$ cat src/hdl/bace_pkg.sv
// Shared types, widths and constants of the barometric altitude / climb core.
// No dependencies; every other file of the block depends on this package.
package bace_pkg;

	localparam int CMD_W   = 2;
	localparam int PRESS_W = 23;
	localparam int TS_W    = 32;
	localparam int ALT_W   = 27;
	localparam int CLIMB_W = 21;
	localparam int CFG_W   = 16;
	localparam int LOG_W   = 21;   // 5 integer bits, 16 fraction bits
	localparam int ACC_W   = 31;   // Q30 mantissa below 2.0
	localparam int NUM_W   = 46;   // divider dividend
	localparam int DEN_W   = 32;   // divider divisor

	localparam int CAL_MAX_DEFAULT = 255;

	localparam logic [PRESS_W-1:0] GROUND_RESET       = 23'd6484800;
	localparam logic [CFG_W-1:0]   MIN_INTERVAL_RESET = 16'd1000;
	localparam logic [25:0]        ALT_SCALE          = 26'd44330000;
	localparam logic signed [33:0] ALT_MAX            = 34'sd44330000;
	localparam logic signed [33:0] ALT_MIN            = -34'sd10000000;
	localparam logic [19:0]        CLIMB_LIMIT        = 20'd1000000;
	localparam logic [14:0]        EXP_COEF           = 15'd12472;  // 0.1903 in Q16
	localparam logic [19:0]        US_PER_S           = 20'd1000000;

	typedef enum logic [CMD_W-1:0] {
		CMD_MEASURE    = 2'd0,
		CMD_CAL_SAMPLE = 2'd1,
		CMD_CAL_FINISH = 2'd2,
		CMD_SET_GROUND = 2'd3
	} cmd_t;

	typedef struct packed {
		logic             done;
		logic [LOG_W-1:0] log_q16;
	} log_res_t;

	typedef struct packed {
		logic             done;
		logic [NUM_W-1:0] quot;
	} div_res_t;

	// Elaboration-time integer square root, used only to build ROOT_TAB.
	function automatic logic [63:0] isqrt64(input logic [63:0] x);
		logic [63:0] r;
		logic [63:0] b;
		logic [63:0] xv;
		r  = '0;
		b  = 64'd1 << 62;
		xv = x;
		while (b > xv)
			b = b >> 2;
		while (b != 0) begin
			if (xv >= r + b) begin
				xv = xv - (r + b);
				r  = (r >> 1) + b;
			end else begin
				r = r >> 1;
			end
			b = b >> 2;
		end
		return r;
	endfunction

	// 2^(2^-k) in Q30, chained through truncating square roots.
	function automatic logic [ACC_W-1:0] root_factor(input int k);
		logic [63:0] a;
		a = 64'd1 << 31;
		for (int i = 1; i <= k; i++)
			a = isqrt64(a << 30);
		return a[ACC_W-1:0];
	endfunction

	localparam logic [ACC_W-1:0] ROOT_TAB [16] = '{
		root_factor(1),  root_factor(2),  root_factor(3),  root_factor(4),
		root_factor(5),  root_factor(6),  root_factor(7),  root_factor(8),
		root_factor(9),  root_factor(10), root_factor(11), root_factor(12),
		root_factor(13), root_factor(14), root_factor(15), root_factor(16)
	};

endpackage

$ cat src/hdl/bace_log2.sv
// Serial log2 in Q16: one fraction bit per cycle by squaring the Q30 mantissa.
// Depends on bace_pkg.
module bace_log2 (
	input  logic                         clk,
	input  logic                         arst_n,
	input  logic                         start,
	input  logic [bace_pkg::PRESS_W-1:0] value,
	output bace_pkg::log_res_t           res
);
	import bace_pkg::*;

	logic [ACC_W-1:0]   m_q;
	logic [LOG_W-1:0]   r_q;
	logic [3:0]         cnt_q;
	logic               busy_q;
	logic               done_q;
	logic [4:0]         msb;
	logic [2*ACC_W-1:0] sq;
	logic [ACC_W:0]     m2;

	always_comb begin
		msb = '0;
		for (int i = 0; i < PRESS_W; i++)
			if (value[i]) msb = 5'(i);
		sq = (2*ACC_W)'(m_q) * (2*ACC_W)'(m_q);
		m2 = sq[2*ACC_W-1:30];
	end

	always_ff @(posedge clk or negedge arst_n) begin
		if (!arst_n) begin
			busy_q <= 1'b0;
			done_q <= 1'b0;
			cnt_q  <= '0;
		end else begin
			done_q <= 1'b0;
			if (start) begin
				m_q    <= ACC_W'(value) << (5'd30 - msb);
				r_q    <= {msb, 16'd0};
				cnt_q  <= '0;
				busy_q <= 1'b1;
			end else if (busy_q) begin
				// next fraction bit shifts in at the bottom
				r_q[15:0] <= {r_q[14:0], m2[ACC_W]};
				m_q       <= m2[ACC_W] ? m2[ACC_W:1] : m2[ACC_W-1:0];
				cnt_q     <= cnt_q + 4'd1;
				if (cnt_q == 4'd15) begin
					busy_q <= 1'b0;
					done_q <= 1'b1;
				end
			end
		end
	end

	assign res.done    = done_q;
	assign res.log_q16 = r_q;

endmodule

$ cat config.mk
export PLATFORM = sky130hd
export DESIGN_NAME = bace_log2
export DESIGN_NICKNAME = d
export VERILOG_FILES = /design/src/hdl/bace_pkg.sv /design/src/hdl/bace_log2.sv
export SDC_FILE = /design/constraint.sdc
export NUM_CORES = 2
export LEC_CHECK = 0
export BUFFER_PORTS_ARGS = -buffer_cell sky130_fd_sc_hd__buf_2
export CORE_MARGIN = 2
export CORE_UTILIZATION = 24
export CTS_CLUSTER_SIZE = 16
export DETAILED_ROUTE_END_ITERATION = 7
export HOLD_SLACK_MARGIN = 0.05
export PLACE_DENSITY = 0.42
export SYNTH_ARGS = -nofsm -noshare
export SYNTH_HDL_FRONTEND = slang
export SYNTH_SLANG_ARGS = --single-unit
export TNS_END_PERCENT = 50
$ cat constraint.sdc
create_clock -name clk -period 11.2 [get_ports clk]
set_input_delay 1.12 -clock clk [delete_from_list [all_inputs] [get_ports clk]]
set_output_delay 1.12 -clock clk [all_outputs]
set_load 0.01 [all_outputs]
Word level (Yosys, flattened, before mapping)
Cells that the tools add are included.
{ "op_classes": {"add_sub_neg": 2, "n_mul": 1, "div": 0, "order_cmp": 0, "n_eq_ne": 1, "shifts": 1, "muxes": 34, "bitwise": 0, "reduce_logical": 3} }
{ "op_table": {"columns": ["op", "n"], "rows": [
  ["5-bit 2-to-1 mux", 20],
  ["31-bit 2-to-1 mux", 3],
  ["31-bit by 31-bit multiplier with 62-bit output", 1],
  ["23-bit by 5-bit left shift with 31-bit output", 1],
  ["16-bit 2-to-1 mux", 1],
  ["4-bit 2-to-1 mux", 2],
  ["1-bit 2-to-1 mux", 7],
  ["5-bit subtractor (first input constant)", 1],
  ["4-bit by 1-bit adder with 4-bit output (second input constant)", 1],
  ["4-bit == test (second input constant)", 1],
  ["2-bit AND reduction", 2],
  ["2-bit 2-to-1 mux", 1],
  ["2-bit nonzero test", 1]
]} }
{ "word_totals": {"register_bits": 58, "latchBits": 0, "mem_bits_rw": 0, "romBits": 0, "in_bits": 26, "elab_cells": 48, "mem_count": 0} }

Depth between registers and ports, before layout
{ "depth": {"word_depth": 25, "ltp_mapped": 31} }

Least setup slack after synthesis
No wires, ideal clock.
{ "synth_timing": {"path_type": "register -> register", "from": "register m_q[9]", "to": "register m_q[24] (data pin)", "arrival_time_ps": 7556, "required_time_ps": 10939, "setup_slack_ps": 3384, "path_stages_with_launch": 29, "path_buffers": 4, "synth_period_minus_slack_ps": 7816, "path_cell_list": "edfxtp_1 > clkbuf_1 > clkbuf_1 > nand2_1 > fa_1 > fa_1 > inv_1 > fa_1 > inv_1 > fa_1 > inv_1 > fa_1 > fa_1 > fa_1 > inv_1 > fa_1 > inv_1 > ha_1 > clkbuf_2 > a21o_1 > a21o_1 > a221oi_1 > o22a_1 > a2111oi_4 > or2_4 > xor2_2 > buf_6 > and2_1 > a221o_1"} }
{ "synth_between": {"elab_chain_len": 4} }
{ "synth_lines": {"columns": ["element", "line", "text"], "rows": [
  ["from (decl)", "bace_log2.sv:12", "logic [ACC_W-1:0] m_q;"],
  ["from (signal assigned)", "bace_log2.sv:37", "m_q <= ACC_W'(value) << (5'd30 - msb);"],
  ["from (signal assigned)", "bace_log2.sv:44", "m_q <= m2[ACC_W] ? m2[ACC_W:1] : m2[ACC_W-1:0];"],
  ["31-bit by 31-bit multiplier with 62-bit output", "bace_log2.sv:25", "sq = (2*ACC_W)'(m_q) * (2*ACC_W)'(m_q);"],
  ["31-bit 2-to-1 mux", "bace_log2.sv:44", null],
  ["31-bit 2-to-1 mux", "bace_log2.sv:41", "end else if (busy_q) begin"],
  ["31-bit 2-to-1 mux", "bace_log2.sv:36", "if (start) begin"]
]} }
Every way passes these cells. The select of a mux whose other input is x is not followed.
A chain may end at the register's enable or synchronous reset.

Worst setup path after layout
{ "layout_timing": {"from": "register m_q[12]", "to": "register m_q[10] (data pin)"} }
Same word-level chain as after synthesis.

==> flow_summary.ini <==
[status]
result_of_the_run = finished clean

[die]
design.core.area_um2 = 129600
die_width_um = 365.5
design.die.area_um2 = 133600
ios = 48
die_h_um = 365.5
start_util_pct = 24.19
floorplan.rows = 132

[synthesis]
number_of_enable_flip_flop_cells_after_synthesis = 52
synth_top_flop_cell = sky130_fd_sc_hd__edfxtp_1
synth_top_family_by_area = adder cells
sequential_to_total_area_share_from_yosys_stat_pct = 5.458
yosys.area.top_type_share_pct = 47.69
biggest_area_contributors_in_the_synthesized_netlist = sky130_fd_sc_hd__fa_1, sky130_fd_sc_hd__inv_1, sky130_fd_sc_hd__ha_1
synth.distinct_cells = 92
synth.yosys.warnings = 0
synthArstFlopShare_pct = 10.34
synth-adder-area-share_pct = 58.42
synth.avg_cell_area_um2 = 9.409
synth_compound_gate_area_share_pct = 6.587
synth.largest_area_cell = sky130_fd_sc_hd__fa_1
synthesis.area_um2 = 31360
synth_xor_xnor_area_share_pct = 1.608
mappedNetlistNets = 4375
post-synth-top-count-cell = sky130_fd_sc_hd__inv_1
commonest_cells_in_the_netlist = sky130_fd_sc_hd__inv_1, sky130_fd_sc_hd__fa_1, sky130_fd_sc_hd__nand2_1, sky130_fd_sc_hd__ha_1, sky130_fd_sc_hd__and2_1
yosys_register_bits = 58
post_synth_mux_area_share_pct = 3.372
netlist_instances = 3333
simple_gate_portion_of_the_synthesized_area_pct = 11.51

[global_route]
grt_overflow_total = 0
first_pass_grt_wire_length_mm = 146.0
grt_pass1_vias = 23970
grt_antenna_before_repair = 5
grt_max_degree = 60
gr-usage-all-layers_pct = 14.37

[clocking]
cts_htree_levels = 3
clockRootBuffer = sky130_fd_sc_hd__clkbuf_16
cts-buffers-inserted = 9
cts_repair_resize_count = 0
cts_num_sinks = 58
hold_buffers = 0
cts_tree = yes
cts.repair_timing.setup_buffer_count = 0
cts.path.max_buffers = 2
clkSlewWorstSetupHoldPaths_ps = 50
worst_skew_pair.late_latency_ps = 330

[route]
via_count = 21520
antenna_violating_nets_post_route = 0
drtIter0Drc = 1166
drc = 0
avgRoutedWirePerCell_um = 18.34
detail_route.wirelength_mm = 92.58
drt_pre_antenna_iters = 5
drt-vias-per-instance = 4.263

[critical_path]
endpoint_kind = flip-flop
reg2reg_setup_slack_ps = 1410
crit_fanout = 27
cp_common_cell = sky130_fd_sc_hd__fa_1
cp.required_ps = 11240
regToRegStartpoint = m_q[12]
critPathKind = reg -> reg
start_kind = flip-flop
worst_r2r_path_depth = 25
worst-endpoint-arrival_ps = 9830
crit_path_top_delay_cell = sky130_fd_sc_hd__edfxtp_1
cpPeakStageDelay_ps = 1270
worstReg2RegEnd = m_q[10]

[sta]
min_period_over_period_pct = 87.39
max_slew_margin_pct = 6.231
setup_tns_ps = 0
tightest_slew_ps = 1407
grt_setup_unrepaired = no
layout_min_cycle_time_ps = 9788
highest_achievable_clock_rate_mhz = 102.2
final-hold-violation-count = 0
finalMaxSlewViolations = 0
worst_clock_skew_ps = 13.29
setup_viol = 0

[layout]
areaGrowthSynthToFinish_pct = 7.864
drive_gt1_share_pct = 5.209
final_nets = 4339
multi_input_comb_area_um2 = 25570
sequential_cell_area_um2 = 1712
final.fill_count = 14110

[hold_path]
hold_depth = 2
holdCritPathClass = reg -> reg
hold_path_startpoint = cnt_q[3]
worstHoldEndpoint = cnt_q[3]

[place]
dpl.hpwl_mm = 76.35
gp_congestion = 0.8535
numPortBuffers = 47

[flow_run]
max-cap-violations = 0
-- cell usage in the layout (no fill, tap or decap), types with 5 or more instances in the layout --
cell type	count
sky130_fd_sc_hd__o211ai_1	12
sky130_fd_sc_hd__xor2_1	26
sky130_fd_sc_hd__xnor2_1	26
sky130_fd_sc_hd__buf_2	47
sky130_fd_sc_hd__buf_4	48
sky130_fd_sc_hd__o21a_1	7
sky130_fd_sc_hd__nor4_1	5
sky130_fd_sc_hd__nand2b_1	10
sky130_fd_sc_hd__nor2_1	103
sky130_fd_sc_hd__nand4_1	13
sky130_fd_sc_hd__and3_1	9
sky130_fd_sc_hd__nand2_1	320
sky130_fd_sc_hd__mux2_2	9
sky130_fd_sc_hd__mux2i_1	55
sky130_fd_sc_hd__a31o_2	6
sky130_fd_sc_hd__o22ai_1	11
sky130_fd_sc_hd__nand3_1	33
sky130_fd_sc_hd__fa_1	747
sky130_fd_sc_hd__mux4_2	17
sky130_fd_sc_hd__dfrtp_1	6
sky130_fd_sc_hd__nor2b_1	10
sky130_fd_sc_hd__a211oi_1	12
sky130_fd_sc_hd__ha_1	269
sky130_fd_sc_hd__a21o_1	32
sky130_fd_sc_hd__or3_1	6
sky130_fd_sc_hd__or2_2	5
sky130_fd_sc_hd__nor3_1	23
sky130_fd_sc_hd__and2_1	192
sky130_fd_sc_hd__a31oi_1	7
sky130_fd_sc_hd__edfxtp_1	52
sky130_fd_sc_hd__a21oi_1	85
sky130_fd_sc_hd__inv_1	925
sky130_fd_sc_hd__a221oi_1	6
sky130_fd_sc_hd__o21ai_0	50
sky130_fd_sc_hd__clkbuf_16	9
sky130_fd_sc_hd__o21ai_1	5
sky130_fd_sc_hd__o21bai_1	9
-- sequential cells by signal, summed over array words and instances (netlist names) --
register,cells
done_q,1
m_q,31
busy_q,1
r_q,21
cnt_q,4
-- area by class of cell --
class,count,area share [%]
Tap cell,1742,6.444
Inverter,929,10.31
Multi-Input combinational cell,2204,75.59
Sequential cell,58,5.060
Clock buffer,9,0.6658
Clock inverter,7,0.1369
Timing Repair Buffer,95,1.761
Antenna cell,4,0.02959
-- worst max-delay path, delay by kind of cell, from the launching register on --
family | cells | cell delay [ps]
buf+inv | 7 | 1170
fa+ha+maj | 9 | 4310
simple gates | 4 | 1000
xor+xnor | 1 | 680
mux | 1 | 240
compound gates | 3 | 790
flops | 1 | 1270
-- kinds of logic after synthesis --
kind of cell / Yosys count
buf+inv: 1071
compound gates: 302
fa+ha+maj: 1016
mux: 82
simple gates: 749
flops: 58
xor+xnor: 55
-- worst max-delay path by stage --
| stage | from | to | slack, ps | cells past startpoint |
|---|---|---|---|---|
| 4_1_cts | m_q[12] | m_q[10] | 1560 | 23 |
| 5_1_grt | m_q[12] | m_q[10] | 1140 | 25 |
| 3_3_place_gp | m_q[12] | m_q[7] | 1610 | 24 |
| 2_1_floorplan | m_q[9] | m_q[24] | 3380 | 28 |
| 3_5_place_dp | m_q[12] | m_q[10] | 1560 | 23 |
| 6_report | m_q[12] | m_q[10] | 1410 | 25 |
-- routing by layer --
metal / wire length, µm / vias to the layer above / track usage (%)
met5: 0 / - / 0
met4: 1119 / 0 / 1.993
met3: 2743 / 42 / 0.8586
met2: 46310 / 325 / 25.14
met1: 42410 / 11190 / 19.91
li1: - / 9959 / -
-- stage by stage --
| stage | utilization (%) | area (µm²) | hold WS, ps | setup slack, ps | std cells |
|---|---|---|---|---|---|
| 4_1_cts | 26.08 | 33810 | 555.6 | 1562 | 5044 |
| 5_1_grt | 26.08 | 33810 | 601.6 | 1141 | 5044 |
| 3_5_place_dp | 25.87 | 33540 | 542.9 | 1563 | 5028 |
| 2_1_floorplan | - | 31360 | 505.2 | 3384 | 3333 |
| 6_report | 26.09 | 33820 | 550.0 | 1412 | 5048 |
| 3_3_place_gp | 25.87 | 33540 | 525.9 | 1614 | 5028 |
Power is left out: the tool's default activity adds up to more than one toggle a clock period on the data nets, which glitch-free logic cannot reach.
