[src/hdl/bace_pkg.sv]
// Shared types, widths and constants of the barometric altitude / climb core.
// No dependencies; every other file of the block depends on this package.
package bace_pkg;

	localparam int CMD_W   = 2;
	localparam int PRESS_W = 23;
	localparam int TS_W    = 32;
	localparam int ALT_W   = 27;
	localparam int CLIMB_W = 21;
	localparam int CFG_W   = 16;
	localparam int LOG_W   = 21;   // 5 integer bits, 16 fraction bits
	localparam int ACC_W   = 31;   // Q30 mantissa below 2.0
	localparam int NUM_W   = 46;   // divider dividend
	localparam int DEN_W   = 32;   // divider divisor

	localparam int CAL_MAX_DEFAULT = 255;

	localparam logic [PRESS_W-1:0] GROUND_RESET       = 23'd6484800;
	localparam logic [CFG_W-1:0]   MIN_INTERVAL_RESET = 16'd1000;
	localparam logic [25:0]        ALT_SCALE          = 26'd44330000;
	localparam logic signed [33:0] ALT_MAX            = 34'sd44330000;
	localparam logic signed [33:0] ALT_MIN            = -34'sd10000000;
	localparam logic [19:0]        CLIMB_LIMIT        = 20'd1000000;
	localparam logic [14:0]        EXP_COEF           = 15'd12472;  // 0.1903 in Q16
	localparam logic [19:0]        US_PER_S           = 20'd1000000;

	typedef enum logic [CMD_W-1:0] {
		CMD_MEASURE    = 2'd0,
		CMD_CAL_SAMPLE = 2'd1,
		CMD_CAL_FINISH = 2'd2,
		CMD_SET_GROUND = 2'd3
	} cmd_t;

	typedef struct packed {
		logic             done;
		logic [LOG_W-1:0] log_q16;
	} log_res_t;

	typedef struct packed {
		logic             done;
		logic [NUM_W-1:0] quot;
	} div_res_t;

	// Elaboration-time integer square root, used only to build ROOT_TAB.
	function automatic logic [63:0] isqrt64(input logic [63:0] x);
		logic [63:0] r;
		logic [63:0] b;
		logic [63:0] xv;
		r  = '0;
		b  = 64'd1 << 62;
		xv = x;
		while (b > xv)
			b = b >> 2;
		while (b != 0) begin
			if (xv >= r + b) begin
				xv = xv - (r + b);
				r  = (r >> 1) + b;
			end else begin
				r = r >> 1;
			end
			b = b >> 2;
		end
		return r;
	endfunction

	// 2^(2^-k) in Q30, chained through truncating square roots.
	function automatic logic [ACC_W-1:0] root_factor(input int k);
		logic [63:0] a;
		a = 64'd1 << 31;
		for (int i = 1; i <= k; i++)
			a = isqrt64(a << 30);
		return a[ACC_W-1:0];
	endfunction

	localparam logic [ACC_W-1:0] ROOT_TAB [16] = '{
		root_factor(1),  root_factor(2),  root_factor(3),  root_factor(4),
		root_factor(5),  root_factor(6),  root_factor(7),  root_factor(8),
		root_factor(9),  root_factor(10), root_factor(11), root_factor(12),
		root_factor(13), root_factor(14), root_factor(15), root_factor(16)
	};

endpackage

[src/hdl/bace_sdiv.sv]
// Restoring divider, one quotient bit per cycle, MSB first.
// Depends on bace_pkg.
module bace_sdiv (
	input  logic                       clk,
	input  logic                       arst_n,
	input  logic                       start,
	input  logic [bace_pkg::NUM_W-1:0] num,
	input  logic [bace_pkg::DEN_W-1:0] den,
	output bace_pkg::div_res_t         res
);
	import bace_pkg::*;

	localparam int CNT_W = $clog2(NUM_W);

	logic [NUM_W-1:0] nq_q;   // dividend shifts out, quotient shifts in
	logic [DEN_W-1:0] rem_q;
	logic [DEN_W-1:0] den_q;
	logic [CNT_W-1:0] cnt_q;
	logic             busy_q;
	logic             done_q;
	logic [DEN_W:0]   trial;
	logic             qbit;

	always_comb begin
		trial = {rem_q, nq_q[NUM_W-1]};
		qbit  = (trial >= {1'b0, den_q});
	end

	always_ff @(posedge clk or negedge arst_n) begin
		if (!arst_n) begin
			busy_q <= 1'b0;
			done_q <= 1'b0;
			cnt_q  <= '0;
		end else begin
			done_q <= 1'b0;
			if (start) begin
				nq_q   <= num;
				den_q  <= den;
				rem_q  <= '0;
				cnt_q  <= '0;
				busy_q <= 1'b1;
			end else if (busy_q) begin
				rem_q <= qbit ? DEN_W'(trial - {1'b0, den_q}) : DEN_W'(trial);
				nq_q  <= {nq_q[NUM_W-2:0], qbit};
				cnt_q <= cnt_q + 1'b1;
				if (cnt_q == CNT_W'(NUM_W - 1)) begin
					busy_q <= 1'b0;
					done_q <= 1'b1;
				end
			end
		end
	end

	assign res.done = done_q;
	assign res.quot = nq_q;

endmodule

[config.mk]
export PLATFORM = sky130hd
export DESIGN_NAME = bace_sdiv
export DESIGN_NICKNAME = d
export VERILOG_FILES = /design/src/hdl/bace_pkg.sv /design/src/hdl/bace_sdiv.sv
export SDC_FILE = /design/constraint.sdc
export NUM_CORES = 1
export LEC_CHECK = 0
export BUFFER_PORTS_ARGS = -buffer_cell sky130_fd_sc_hd__buf_4
export CAP_MARGIN = 30
export CELL_PAD_IN_SITES_DETAIL_PLACEMENT = 0
export CELL_PAD_IN_SITES_GLOBAL_PLACEMENT = 1
export CORE_AREA = 4 4 129 131
export DETAILED_ROUTE_END_ITERATION = 6
export DIE_AREA = 0 0 133 135
export PLACE_DENSITY = 0.8
export SLEW_MARGIN = 10
export SYNTH_ARGS = -nofsm -noshare
export SYNTH_HDL_FRONTEND = slang
export SYNTH_SLANG_ARGS = --single-unit
[constraint.sdc]
create_clock -name clk -period 4 [get_ports clk]
set_input_delay 0.4 -clock clk [delete_from_list [all_inputs] [get_ports clk]]
set_output_delay 0.4 -clock clk [all_outputs]
set_load 0.01 [all_outputs]
# Yosys cells after proc, flatten, opt, wreduce, memory -nomap -nowiden
# Index checks and enable logic that the tools add are counted.
totals:
  ff_bits: 118
  word_cells: 25
  output_inout_bits: 47
  inputBits: 81
op_classes:
  n_reduce_logical: 3
  n_lt_le_gt_ge: 1
  n_eq_ne: 1
  addsub: 2
  muxes: 12
op_table:
  columns: ["cell", "count"]
  rows:
  - ["two-way mux 46 bit", 2]
  - ["two-way mux 32 bit", 2]
  - [">= comparator 33 x 32 -> 1 bit", 1]
  - ["subtractor 32 bit", 1]
  - ["two-way mux 6 bit", 2]
  - ["adder 6 x 1 -> 6 bit, second input constant", 1]
  - ["== test 6 bit, second input constant", 1]
  - ["two-way mux 1 bit", 6]
  - ["AND reduction 2 bit", 2]
  - ["nonzero test 2 bit", 1]

# Logic depth before layout (Yosys ltp)
# Gate-level depths: netlist of run 1.
logic_depth:
  ltp_word: 4
  depth_mapped: 14
  mapped_depth_nobuf: 13

# Least setup slack after synthesis of run 1
# OpenSTA, ideal clock, no wires.
synth_timing:
  path_kind: "input-to-reg"
  start: "in start"
  end: "reg nq_q[0] (enable)"
  setup_ns: 0.454
  slack_ns: 0.665
  required_time_ns: 3.546
  stages: 3
  arrival_ns: 2.880
  n_path_buf: 1
  cell_sequence: "clkbuf_1 > nor2_1 > nor2b_1"
synth_via:
  elab_chain_cells: 2
synth_lines:
  columns: ["item", "line", "text"]
  rows:
  - ["from (decl)", "bace_sdiv.sv:6", "input logic start,"]
  - ["nonzero test 2 bit (no line)", null, null]
  - ["AND reduction 2 bit (no line)", null, null]
  - ["to (signal assigned)", "bace_sdiv.sv:37", "nq_q <= num;"]
  - ["to (signal assigned)", "bace_sdiv.sv:44", "nq_q <= {nq_q[NUM_W-2:0], qbit};"]
  - ["to (decl)", "bace_sdiv.sv:15", "logic [NUM_W-1:0] nq_q;"]
# No other way between the ends.
# A chain may end at the register's enable or synchronous reset.

# Worst setup path after layout of run 1
layout_timing:
  start: "reg rem_q[7]"
  end: "reg rem_q[27], data pin"
layout_via:
  elab_chain_cells: 3
  elab_cells_between_ends: 4
  classes_between: "add/sub: 1; order compare: 1; mux: 2"
layout_lines:
  columns: ["item", "line", "text"]
  rows:
  - ["from (decl)", "bace_sdiv.sv:16", "logic [DEN_W-1:0] rem_q;"]
  - ["from (signal assigned)", "bace_sdiv.sv:43", "rem_q <= qbit ? DEN_W'(trial - {1'b0, den_q}) : DEN_W'(trial);"]
  - ["subtractor 32 bit / >= comparator 33 x 32 -> 1 bit (equally long branches)", "bace_sdiv.sv:43, bace_sdiv.sv:26", null]
  - ["two-way mux 32 bit (*)", "bace_sdiv.sv:43", null]
  - ["two-way mux 32 bit (*)", "bace_sdiv.sv:42", "end else if (busy_q) begin"]
# Mark *: on every way between the ends. The rest lies on a longest branch, timed or not.

==> results by stage, run 1 <==
Cells and area:
- Of the cells placed in the final design, the portion with a size suffix greater than 1 is 31.6%.
- The filler cells instantiated in the layout total 1377.
- The register area is 0.00350 sq mm.
- The area added between synthesis and finish is 27.5%.
- The final-stage net count is 828.
- Measured on the finished design, the core utilization comes to 54.6%.
- The number of antenna repair diodes is 0.
- The multi-input combinational cells in the finished layout cover a total of 0.00292 sq mm.

Synthesis:
- After synthesis the cells add up to 0.00668 sq mm.
- The number of nets in the synthesized netlist is 697.
- The count of flip-flops with a built-in enable after synthesis is 110.
- During synthesis, Yosys emitted a total of 0 warnings.
- The post-synthesis register bit count is 118.
- The sequential area share after synthesis is 52.4%.
- By area the synthesized netlist is led by edfxtp_1 49%, mux2_2 7.7%, ha_1 6.4%, dfrtp_1 3.0%, a21oi_1 2.9%.
- By count the netlist is led by 110 x edfxtp_1, 48 x nor2_1, 46 x mux2_2, 40 x inv_1, 39 x a21oi_1.
- The synthesized netlist cell count is 581.
- Dividing the synthesized area by the synthesized cell count gives 11.5 sq um.
- The most common cell in the netlist is edfxtp_1.
- The largest total area in the synthesized netlist belongs to edfxtp_1.
- After synthesis, the largest area contributor takes up 49.4% of total cell area.
- The number of library cell types mapped by synthesis is 64.
- In the synthesized netlist the async set-or-reset flop fraction comes to 6.78%.
- In the synthesized netlist the dominant register cell turns out to be edfxtp_1.

Clock network:
- The number of clock buffers added by TritonCTS is 17.
- After clock tree synthesis, the clock-pin slew on the worst setup and hold paths is 60 ps.
- The number of buffers added for setup after CTS is 0.
- Post-CTS repair changed the size of 0 cells.
- The number of hold buffers added after CTS was 1.
- TritonCTS built the clock tree.
- The clock latency at the later pin of the worst-skew pair is 420 ps.
- The clock net in this run drives a total of 118 sinks.
- CTS built an H-tree with a depth of 4.
- The buffer type at the clock tree root is clkbuf_16.
- The maximum buffer depth of the clock tree is 2.

Place:
- The post-placement setup slack is 538 ps.
- The wire-length estimate of the detail-placed layout is 11.4 mm.
- The count of input and output buffers is 127.
- The placer congestion estimate is 0.874.

Pwr:
- The total power is 4330 uW.
- The power density over the cells is 508 mW/mm^2.
- Across the VDD grid, the largest voltage drop is 0.347 mV.
- In this run the static leakage power is 0.00357 uW.

Global routing:
- The first-pass GRT wire length is 26.3 mm.
- Across every metal layer, demand over resource in global routing totals 18.4%.
- The pin count of the biggest net entering global routing is 49.
- The number of global-route vias before repair came to 5101.
- The overflow left after global routing is 0.
- The number of antenna violations at the first check in global routing is 0.

Die:
- The die footprint is 0.0180 sq mm.
- The die is 133 um wide.
- The core region area is 0.0156 sq mm.
- The floorplan has 46 rows.
- The initial core utilization is 42.9%.
- The die height is 135 um.
- The number of I/O pins is 128.

Critical path:
- Data on the critical path is required at its endpoint by 4170 ps.
- The peak fanout along the critical path is 6.
- The worst setup path is captured at a register.
- The element type at the critical path start is a register.
- At the worst endpoint, the arrival time is 3650 ps.
- The largest stage delay on the critical path is 440 ps.
- The slowest library cell on the worst path is nor4_1.
- Traced cell by cell, the critical path runs through ha_1 -> nand2_1 -> nor4_1 -> a21boi_2 -> o311ai_2 -> a21oi_2 -> nand3_1 -> o21ai_0 -> mux2i_1 -> nor3_1 -> a211o_1.
- The classification of the worst setup path is reg -> reg.

Timing:
- For the pin with the worst max-slew slack, the measured transition is 599 ps.
- The number of pins exceeding their max-slew limit in the final report is 0.
- The minimum clock period is 3480 ps.
- Setup violations remaining at the end of the flow were counted as 0.
- Setup slack on the critical path of the routed design comes to 524 ps.
- The final hold violation count was 0.
- Setup repair after global routing left no endpoint under its margin.
- The relative slew slack is 60.1%.
- For the final database, setup skew stands at 8.15 ps.
- The maximum operating frequency is 0.288 GHz.
- The worst hold slack is 154 ps.
- Setup total negative slack on the finished layout was measured at 0 ps.
- After layout, the worst path uses 86.9% of the clock period.

Route:
- The number of remaining DRC errors is 0.
- After detailed routing, the average wire length per cell comes to 16.8 um.
- After detailed routing, the number of vias per cell comes to 5.24.
- The first detailed-routing pass ran for 4 iterations.
- The detailed router placed 4933 vias in this run.
- For this block, the initial DRC count from the detailed router was 266.
- The final antenna-violating net count is 0.
- The final layout contains routed wiring with a total length of 15.8 mm.

Job:
- The max-capacitance violation count is 0.

Worst hold path:
- The min-delay analysis places its worst path in the category in -> reg.

Run status:
- The flow ran to the end, and the final reports show no timing, DRC or antenna violations.
-- final cells by class --
type | count | share of cell area (%)
clock inverter | 15 | 2.55
clock buffer | 17 | 4.99
tap | 216 | 3.17
sequential | 118 | 41.1
timing repair buffer | 138 | 12.2
multi-input combinational | 397 | 34.2
inverter | 40 | 1.76
-- worst max-delay path: cells and delay by family, from the launching register on --
family | cells | cell delay, ps
AOI/OAI and AO/OA | 5 | 1370
adders and majority gates | 1 | 420
DFF | 1 | 410
muxes | 1 | 230
and+or+nand+nor | 4 | 800
-- report_power, final --
group / total [uW] / leakage [uW] / internal [uW] / switching, uW
clock network: 1660 / 0.000311 / 1060 / 605
registers: 1590 / 0.00118 / 1510 / 81.8
logic: 1070 / 0.00208 / 496 / 577
-- layout by cell type (no fill, tap or decap), drive strengths merged, types with 8 or more instances in the layout --
master and n:
a21o 18, nor2b 8, buf 137, nor2 48, xnor2 15, xor2 16, o21ai 25, a211oi 21
clkbuf 17, ha 34, a21oi 42, dfrtp 8, edfxtp 110, inv 46, nand3 11, nand2 34
mux2 46
-- per-layer routing --
| metal | up-vias | wire, um | global-route usage (%) |
|---|---|---|---|
| li1 | 2435 | - | - |
| met1 | 2324 | 6680 | 22.4 |
| met2 | 165 | 7510 | 30.0 |
| met3 | 9 | 1480 | 7.45 |
| met4 | 0 | 151 | 5.83 |
| met5 | - | 0 | 0 |
-- cells by family (layout without fill, tap and decap cells) --
family,count (synthesis),count (layout),share of synthesized area [%]
XOR/XNOR,31,31,4.06
adder cells (fa/ha/maj),35,35,6.66
flip-flops,118,118,52.4
multiplexers,48,48,8.05
AO/OA/AOI/OAI,149,149,15.4
buffers and inverters,66,210,4.04
AND/OR/NAND/NOR,134,134,9.38
-- per-stage QoR --
stage / std cells / instance area, sq um
after floorplan: 581 / 6680
after global placement: 908 / 7870
after detailed placement: 908 / 7870
after CTS: 941 / 8520
after global routing: 941 / 8520
final: 941 / 8520
-- registers in the layout (all words and copies together) (netlist names) --
signal / flops
busy_q: 1
den_q: 32
cnt_q: 6
done_q: 1
nq_q: 46
rem_q: 32
-- worst paths after layout --
| check | cells past startpoint | slack (ps) | from | end |
|---|---|---|---|---|
| setup / recovery | 11 | 520 | rem_q[7] | rem_q[27] |
| hold / removal | 1 | 150 | den[3] | den_q[3] |
| setup reg to reg | 11 | 520 | rem_q[7] | rem_q[27] |
| hold reg to reg | 2 | 570 | cnt_q[5] | cnt_q[5] |
| max in group asynchronous | 3 | 2960 | arst_n | done_q |
| min in group asynchronous | 2 | 440 | arst_n | cnt_q[1] |
Power figures use the tool's default switching activity.
==> inputs of run 2 (changes only) <==
CTS_CLUSTER_SIZE = 40   (was not set)
MAX_ROUTING_LAYER = met4   (was not set)
==> results by stage, run 2 (synthesis results as in run 1) <==
Run status:
- Run status: finished, final reports clean (unchanged).

Pwr:
- The leakage component of the power came to 0.00357 uW (unchanged).
- The combinational share of power came to 24.8% (about the same).
- The power density over the cells is 508 mW/mm^2 (about the same).
- The largest voltage drop on the vdd net came to 0.346 mV (was 0.347 mV).
- The power spent charging and discharging nets is 1260 uW (about the same).
- The total power is 4330 uW (about the same).
- The part of the total power dissipated in sequential elements is 36.8% (about the same).
- The switching share of power is 29.2% (about the same).
- The internal portion of total power is 3070 uW (about the same).
- The clock network fraction of design power is 38.4% (about the same).

Timing:
- Unrepaired setup endpoints after global routing: no (unchanged).
- The relative slew slack is 59.6% (was 60.1%).
- The sum of negative setup slack came to 0 ps (unchanged).
- The number of pins exceeding their max-slew limit in the final report is 0 (unchanged).
- The worst path setup slack after routing is 555 ps (was 524 ps).
- The setup clock skew after layout came to 11.9 ps (was 8.15 ps).
- The final hold violation count was 0 (unchanged).
- The minimum clock period is 3450 ps (was 3480 ps).
- The portion of the clock cycle consumed by the worst path in the final layout is 86.1% (was 86.9%).
- The maximum operating frequency is 0.290 GHz (was 0.288 GHz).
- The final number of setup-violating endpoints was 0 (unchanged).
- The pin slew with the least headroom to its limit was 606 ps (was 599 ps).

Worst hold path:
- The path type of the worst min-delay path was in -> reg (unchanged).
- The hold-critical path depth was 1 (unchanged).
- The hold path startpoint is den[3] (unchanged).

Route:
- The total via count after detailed routing is 4964 (was 4933).
- The mean routed wirelength per cell was 16.9 um (was 16.8 um).
- The number of remaining DRC errors came to 0 (unchanged).
- The via-per-instance ratio is 5.28 (was 5.24).
- The final antenna-violating net count is 0 (unchanged).
- The number of design-rule violations left by the first detailed-router iteration was 213 (was 266).
- The total wirelength of the detailed-routed design is 15.9 mm (was 15.8 mm).
- The number of detailed-route iterations in the first pass is 6 (was 4).

Clock network:
- The clock transition time at the flip-flop clock pins of the worst setup and hold paths is 60 ps (about the same).
- The maximum level of the CTS H-tree is 4 (unchanged).
- The buffer type at the clock tree root is clkbuf_16 (unchanged).
- The clock latency at the later pin of the worst-skew pair is 420 ps (about the same).
- The TritonCTS clock tree was built (unchanged).
- The number of buffers added for setup after CTS is 0 (unchanged).
- The number of clock sinks came to 118 (unchanged).
- The maximum buffer depth of the clock tree is 2 (unchanged).
- The total clock buffers created by CTS is 17 (unchanged).

Die:
- The row count is 46 (unchanged).
- The die width is 133 um (unchanged).
- The initial core utilization was 42.9% (unchanged).
- The number of I/O pins is 128 (unchanged).
- The die footprint came to 0.0180 sq mm (unchanged).
- The core region area was 0.0156 sq mm (unchanged).
- The die height is 135 um (unchanged).

Critical path:
- The arrival time at the worst endpoint came to 3620 ps (was 3650 ps).
- The startpoint of the worst setup timing path is rem_q[7] (unchanged).
- The peak fanout along the critical path is 6 (unchanged).
- The critical register-to-register path startpoint is rem_q[7] (unchanged).
- The depth of the worst register-to-register path was 11 (unchanged).
- The classification of the worst setup path is reg -> reg (unchanged).
- The element type at the critical path start was a register (unchanged).
- The critical path endpoint category is a register (unchanged).
- The required time at the worst-slack endpoint came to 4170 ps (about the same).

Cells and area:
- The number of flip-flops under the largest register name was 46 (unchanged).
- Most used cells in the layout excluding fill and tap cells: 137 x buf_4, 110 x edfxtp_1, 48 x nor2_1 (unchanged).
- The area added between synthesis and finish is 27.5% (unchanged).
- The register with the highest flop count is nq_q (unchanged).
- The number of antenna repair diodes came to 0 (unchanged).
- The share of post-route cells with drive strength above 1 is 31.6% (unchanged).
- The leading cell type in the layout, fill and taps excluded is buf_4 (unchanged).
- The final-stage net count came to 828 (unchanged).
- Largest registers ranked by flip-flop count: nq_q: 46 flops, den_q: 32 flops, rem_q: 32 flops (unchanged).
- The post-route standard cell area excluding fillers is 0.00852 sq mm (unchanged).

Global routing:
- The combined global-route utilization of all metal layers is 19.0% (was 18.4%).
- The number of global-route vias before repair is 5115 (was 5101).
- The overflow left after global routing came to 0 (unchanged).
- The pin count of the biggest net entering global routing is 49 (unchanged).
- The number of antenna violations at the first check in global routing is 0 (unchanged).
- The first-pass GRT wire length came to 26.2 mm (was 26.3 mm).

Place:
- The count of input and output buffers is 127 (unchanged).
- The post-detailed-placement half-perimeter wirelength is 11.4 mm (unchanged).
- The placer congestion estimate came to 0.888 (was 0.874).
- The post-placement setup slack was 538 ps (unchanged).
- The area after detailed placement came to 0.00787 sq mm (unchanged).

Job:
- The max-capacitance violation count is 0 (unchanged).
## run 2: cell type report
| cell class | instances | area (sq um) |
|---|---|---|
| Clock buffer | 17 | 425 |
| Clock inverter | 15 | 218 |
| Fill cell | 1377 | 7070 |
| Inverter | 40 | 150 |
| Multi-Input combinational cell | 397 | 2920 |
| Sequential cell | 118 | 3500 |
| Tap cell | 216 | 270 |
| Timing Repair Buffer | 138 | 1040 |
## run 2: worst max-delay path, cell delays in order, from the launching register on
cell and delay [ps]:
edfxtp_1 410, ha_1 420, nand2_1 160, nor4_1 420
a21boi_2 290, o311ai_2 160, a21oi_2 280, nand3_1 130
o21ai_0 370, mux2i_1 230, nor3_1 60, a211o_1 260
## run 2: metrics by stage
step                      util [%]  instances  hold WS (ps)
after floorplan                  -        581           104
after global placement        50.5        908           320
after detailed placement      50.5        908           326
after CTS                     54.6        941           131
after global routing          54.6        941           132
final                         54.6        941           153
## run 2: timing repair
item | in CTS | in global routing
hold buffers | 1 | 0
resized for setup | 0 | 0
hold endpoints to repair | 6 | 0
## run 2: power by group through the flow
| stage | logic [uW] | registers (uW) | clock network [uW] |
|---|---|---|---|
| floorplan | 769 | 1610 | 0 |
| global placement | 1060 | 1610 | 0 |
| detailed placement | 1080 | 1610 | 0 |
| CTS | 1080 | 1600 | 1700 |
| global route | 1200 | 1610 | 1760 |
| finish | 1070 | 1590 | 1660 |
## run 2: worst paths after layout
| path | to | slack (ps) |
|---|---|---|
| setup / recovery | rem_q[27] | 550 |
| hold / removal | den_q[3] | 150 |
| setup reg to reg | rem_q[27] | 550 |
| hold reg to reg | cnt_q[5] | 570 |
| max in group asynchronous | done_q | 2950 |
| min in group asynchronous | cnt_q[0] | 440 |
## run 2: metal layers
metal  track usage, %  part of all wire (%)  vias up
li1                 -                     -     2435
met1             23.5                    44     2352
met2             30.1                    47      167
met3             5.85                   8.0       10
met4             5.83                  0.84        0
met5                -                     0        -
